### src/grq_pkg.sv
// Shared constants, codes and interface types for the graph reachability query block.
`timescale 1ns / 1ps

package grq_pkg;

    // Graph size and field widths.
    localparam int MAX_VERTICES = 64;
    localparam int IDX_W        = $clog2(MAX_VERTICES);
    localparam int VTX_W        = 7;
    localparam int ACT_W        = 2;

    // Action codes carried by an input item.
    localparam logic [ACT_W-1:0] ACT_CLEAR = 2'd0;
    localparam logic [ACT_W-1:0] ACT_ADD   = 2'd1;
    localparam logic [ACT_W-1:0] ACT_QUERY = 2'd2;

    // Which row address the datapath reads.
    typedef enum logic [1:0] {
        RD_ROW_A,
        RD_ROW_B,
        RD_ROW_PEND
    } t_rd_sel;

    // Commands from the controller to the datapath.
    typedef struct packed {
        logic    load;
        logic    clear_edges;
        logic    rd_en;
        t_rd_sel rd_sel;
        logic    wr_en;
        logic    wr_row_b;
        logic    q_init;
        logic    merge;
    } t_dp_cmd;

    // Status from the datapath to the controller.
    typedef struct packed {
        logic [ACT_W-1:0] action;
        logic             ops_ok;
        logic             pend_empty;
    } t_dp_status;

endpackage

### src/grq_ctrl.sv
// Controller state machine sequencing edge updates and the component search.
`timescale 1ns / 1ps

module grq_ctrl
    import grq_pkg::*;
(
    input  logic       i_clk,
    input  logic       i_rst_n,
    input  logic       i_start,
    output logic       o_busy,
    output logic       o_done,
    output t_dp_cmd    o_cmd,
    input  t_dp_status i_status_bus
);

    typedef enum logic [2:0] {
        S_IDLE,
        S_DECODE,
        S_ADD_RD_A,
        S_ADD_WR_A,
        S_ADD_RD_B,
        S_ADD_WR_B,
        S_Q_ISSUE,
        S_Q_MERGE
    } t_state;

    t_state r_state;
    logic   r_done;

    // Commands decoded from the current state.
    always_comb begin
        o_cmd             = '0;
        o_cmd.rd_sel      = RD_ROW_PEND;
        unique case (r_state)
            S_IDLE: begin
                o_cmd.load = i_start;
            end
            S_DECODE: begin
                o_cmd.clear_edges = (i_status_bus.action == ACT_CLEAR);
                o_cmd.q_init      = (i_status_bus.action == ACT_QUERY) && i_status_bus.ops_ok;
            end
            S_ADD_RD_A: begin
                o_cmd.rd_en  = 1'b1;
                o_cmd.rd_sel = RD_ROW_A;
            end
            S_ADD_WR_A: begin
                o_cmd.wr_en = 1'b1;
            end
            S_ADD_RD_B: begin
                o_cmd.rd_en  = 1'b1;
                o_cmd.rd_sel = RD_ROW_B;
            end
            S_ADD_WR_B: begin
                o_cmd.wr_en    = 1'b1;
                o_cmd.wr_row_b = 1'b1;
            end
            S_Q_ISSUE: begin
                o_cmd.rd_en = !i_status_bus.pend_empty;
            end
            S_Q_MERGE: begin
                o_cmd.merge = 1'b1;
            end
            default: begin
                o_cmd.load = 1'b0;
            end
        endcase
    end

    // State register and the registered result strobe.
    always_ff @(posedge i_clk) begin
        if (!i_rst_n) begin
            r_state <= S_IDLE;
            r_done  <= 1'b0;
        end else begin
            r_done <= 1'b0;
            unique case (r_state)
                S_IDLE: begin
                    if (i_start) begin
                        r_state <= S_DECODE;
                    end
                end
                S_DECODE: begin
                    priority if (i_status_bus.action == ACT_ADD && i_status_bus.ops_ok) begin
                        r_state <= S_ADD_RD_A;
                    end else if (i_status_bus.action == ACT_QUERY && i_status_bus.ops_ok) begin
                        r_state <= S_Q_ISSUE;
                    end else if (i_status_bus.action == ACT_QUERY) begin
                        r_done  <= 1'b1;
                        r_state <= S_IDLE;
                    end else begin
                        r_state <= S_IDLE;
                    end
                end
                S_ADD_RD_A: r_state <= S_ADD_WR_A;
                S_ADD_WR_A: r_state <= S_ADD_RD_B;
                S_ADD_RD_B: r_state <= S_ADD_WR_B;
                S_ADD_WR_B: r_state <= S_IDLE;
                S_Q_ISSUE: begin
                    if (i_status_bus.pend_empty) begin
                        r_done  <= 1'b1;
                        r_state <= S_IDLE;
                    end else begin
                        r_state <= S_Q_MERGE;
                    end
                end
                S_Q_MERGE: r_state <= S_Q_ISSUE;
                default:   r_state <= S_IDLE;
            endcase
        end
    end

    assign o_busy = (r_state != S_IDLE);
    assign o_done = r_done;

`ifndef SYNTH
    // A result is shown only once the block has returned to idle.
    a_done_idle: assert property (@(posedge i_clk) disable iff (!i_rst_n)
        r_done |-> r_state == S_IDLE)
        else $error("result strobe outside idle");

    // The result strobe never lasts more than one cycle.
    a_done_pulse: assert property (@(posedge i_clk) disable iff (!i_rst_n)
        r_done |=> !r_done)
        else $error("result strobe held");

    // An accepted item always makes the block busy in the next cycle.
    a_accept_busy: assert property (@(posedge i_clk) disable iff (!i_rst_n)
        (i_start && !o_busy) |=> o_busy)
        else $error("accepted item did not start work");
`endif

endmodule

### config.mk
export PLATFORM = sky130hd
export DESIGN_NAME = grq_ctrl
export DESIGN_NICKNAME = d
export VERILOG_FILES = /design/src/grq_pkg.sv /design/src/grq_ctrl.sv
export SDC_FILE = /design/constraint.sdc
export NUM_CORES = 1
export LEC_CHECK = 0
export BUFFER_PORTS_ARGS = -buffer_cell sky130_fd_sc_hd__buf_2
export CELL_PAD_IN_SITES_DETAIL_PLACEMENT = 1
export CELL_PAD_IN_SITES_GLOBAL_PLACEMENT = 1
export CORE_AREA = 2 2 39 41
export DETAILED_ROUTE_END_ITERATION = 16
export DIE_AREA = 0 0 41 43
export PLACE_DENSITY = 0.72
export SYNTH_ARGS = -nofsm -noshare
export SYNTH_HDL_FRONTEND = slang
export SYNTH_SLANG_ARGS = --single-unit
### constraint.sdc
create_clock -name i_clk -period 2.9 [get_ports i_clk]
set_input_delay 0.58 -clock i_clk [delete_from_list [all_inputs] [get_ports i_clk]]
set_output_delay 0.58 -clock i_clk [all_outputs]
set_load 0.01 [all_outputs]
==> results.sh <==
export IMPL_status="finished clean"
export IMPL_nets=61
export IMPL_io_pins=18
export IMPL_worstHoldStart="i_rst_n"
export IMPL_startpoint_type="register"
export IMPL_grt_pass1_vias=303
export IMPL_dr_pass1_iters=4
export IMPL_htreeDepth=1
export IMPL_synth_distinct_cells=23
export IMPL_drv_slew=0
export IMPL_syn_nets=42
export IMPL_overflow=0
export IMPL_synthTopCellsByCount="dfxtp_1 (4), and3_1 (3), nand2_1 (3)"
export IMPL_clkTransAtPathRegs_ns=0.04
export IMPL_peakVddDrop_mv=0.156
export IMPL_worst_pin_slew_ns=0.502
export IMPL_placementRows=14
export IMPL_rsz0062_at_grt="false"
export IMPL_power_leakage_uw=0.000212
export IMPL_synth_cells=35
export IMPL_gp_congestion=0.695
export IMPL_synth_simple_area_share=0.498
export IMPL_cts_resized=0
export IMPL_dpl_cell_area_um2=409
export IMPL_synth_edff_count=0
export IMPL_cts_buffer_depth=2
export IMPL_synthArstFlopShare=0
export IMPL_synth_area_leaders="dfxtp_1 (25%), nor4b_4 (7.3%), and3_1 (5.8%)"
export IMPL_critPathLaunch="r_state[0]$_SDFFE_PN0P_"
export IMPL_yosysWarnings=0
export IMPL_drive_above_1_share=0.481
export IMPL_synth_most_common_cell="dfxtp_1"
export IMPL_seqCellArea_um2=80.1
export IMPL_setup_tns_ns=0
export IMPL_diodes=0
export IMPL_start_util=0.234
export IMPL_grt_pass1_wl_um=1240
export IMPL_clkLatencyLatePin_ns=0.23
export IMPL_finalHoldViolCount=0
export IMPL_netSwitchingPower_uw=68.9
export IMPL_synth_compound_area_frac=0.127
export IMPL_synth_xor_area_frac=0.0541
export IMPL_synthMuxAreaShare=0
export IMPL_pwr_density_cell_mw_per_mm2=483
export IMPL_synth_area_um2=324
export IMPL_drt_total_wl_um=801
export IMPL_vias=320
export IMPL_r2r_start="r_state[1]$_SDFFE_PN0P_"
export IMPL_antenna_found_initial=0
export IMPL_required_ns=2.32
export IMPL_rrSetupSlack_ns=1.52
export IMPL_drtAntennaViolNets=0
export IMPL_p_int_uw=140
export IMPL_cts_tree="done"
export IMPL_critPathArrivalTime_ns=1.46
export IMPL_area_growth_pct=33.2
export IMPL_routed_via_density=4.71
export IMPL_synth_top_cell_area_share=0.247
export IMPL_synth_adder_area_share=0
export IMPL_nFillCells=174
export IMPL_final_area_um2=432
export IMPL_hold_buffers=0
export IMPL_worstPathMaxFanout=11
export IMPL_hp_class="in -> reg"
export IMPL_crit_type="reg -> out"
export IMPL_core_mm2=0.00138
export IMPL_synth_avg_cell_area_um2=9.26
export IMPL_finalCritPeriodShare=0.704
export IMPL_ys_ff_latch=4
export IMPL_port_buffer_count=17
export IMPL_final_util=0.312
export IMPL_die_y_um=43
export IMPL_post_cts_setup_buffer_count=0
export IMPL_setup_viol=0
export IMPL_pwr_share_comb=0.305
export IMPL_numCtsBuffers=3
export IMPL_fin_crit_ns=2.04
export IMPL_power_frac_clock=0.330
export IMPL_fin_skew_ns=0.00289
export IMPL_drt_iter0_markers=3
export IMPL_cp_end_kind="output pin"
export IMPL_hpwl_um=605
export IMPL_swShare=0.330
export IMPL_wl_per_cell_um=11.8
export IMPL_grt_usage=0.105
export IMPL_synth_top_family_by_area="simple AND/OR/NAND/NOR gates"
export IMPL_synth_ff_type="dfxtp_1"
export IMPL_cts_num_sinks=4
export IMPL_total_power_uw=209
export IMPL_fmax_mhz=490
export IMPL_synth_area_leader_cell="dfxtp_1"
export IMPL_cap_violations=0
export IMPL_post_route_drc_count=0
export IMPL_cts_root_buf="clkbuf_4"
export IMPL_p_seq_frac=0.365
export IMPL_dieArea_mm2=0.00176
export IMPL_grt_max_degree=12
export IMPL_die_w_um=41
export IMPL_max_slew_margin_rel=0.665
export IMPL_multi_input_area_um2=220
export IMPL_ys_seq_area_frac=0.247
power groups by stage:
stage	registers [uW]	clock network, uW	logic (uW)
finish	76.1	68.8	63.6
global route	77.9	76.8	71.6
CTS	76.3	72.2	65.1
detailed placement	77.4	0	64.7
global placement	76.7	0	64.1
floorplan	64.0	0	55.3
path summary, 6_finish.rpt:
path                                                 to  cells past startpoint
worst max-delay path                           o_cmd[1]                      3
worst min-delay path            r_state[0]$_SDFFE_PN0P_                      2
worst max register to register  r_state[2]$_SDFFE_PN0P_                      3
worst min register to register  r_state[1]$_SDFFE_PN0P_                      2
per-layer routing:
| layer | routed length, um | global-route usage |
|---|---|---|
| met4 | 0 | 0.0600 |
| met5 | 0 | 0 |
| met3 | 26 | 0.0471 |
| met2 | 438 | 0.156 |
| met1 | 336 | 0.119 |
stage by stage:
stage | std cells | hold WS, ns | setup WS (ns)
2_1_floorplan | 35 | 0.574 | 1.28
3_3_place_gp | 65 | 0.644 | 1.06
3_5_place_dp | 65 | 0.651 | 1.03
4_1_cts | 68 | 0.598 | 0.842
5_1_grt | 68 | 0.604 | 0.721
6_report | 68 | 0.605 | 0.859
placed cells by master, fill, tap and decap left out:
cell      instances
buf_2            17
dfxtp_1           4
and3_1            3
nand2_1           3
clkbuf_4          3
nor3b_1           2
xor2_1            2
nand3b_1          2
a21boi_1          2
inv_1             1
and3_4            1
nor2_4            1
nor3_4            1
and2_1            1
nor4b_4           1
nor2b_1           1
o21a_1            1
a21o_2            1
o311a_1           1
nand4b_1          1
nand4_1           1
nand2b_1          1
nand3_1           1
area by class of cell:
class	count	area share
Multi-Input combinational cell	27	0.510
Timing Repair Buffer	17	0.197
Sequential cell	4	0.186
Clock buffer	3	0.0522
Tap cell	16	0.0464
Inverter	1	0.00870
cells by family after synthesis:
kind of cell | after synthesis
flops | 4
buf+inv | 4
xor+xnor | 2
simple gates | 20
compound gates | 5
critical path: stages (launching register included):
cell and delay [ns]:
dfxtp_1 0.55, nor4b_4 0.31, and3_1 0.23, buf_2 0.14
state kept, by name, indices dropped and copies added, names as in the netlist:
register and cells:
o_done 1, r_state 3
No activity file was read; power rests on OpenSTA's default activity.
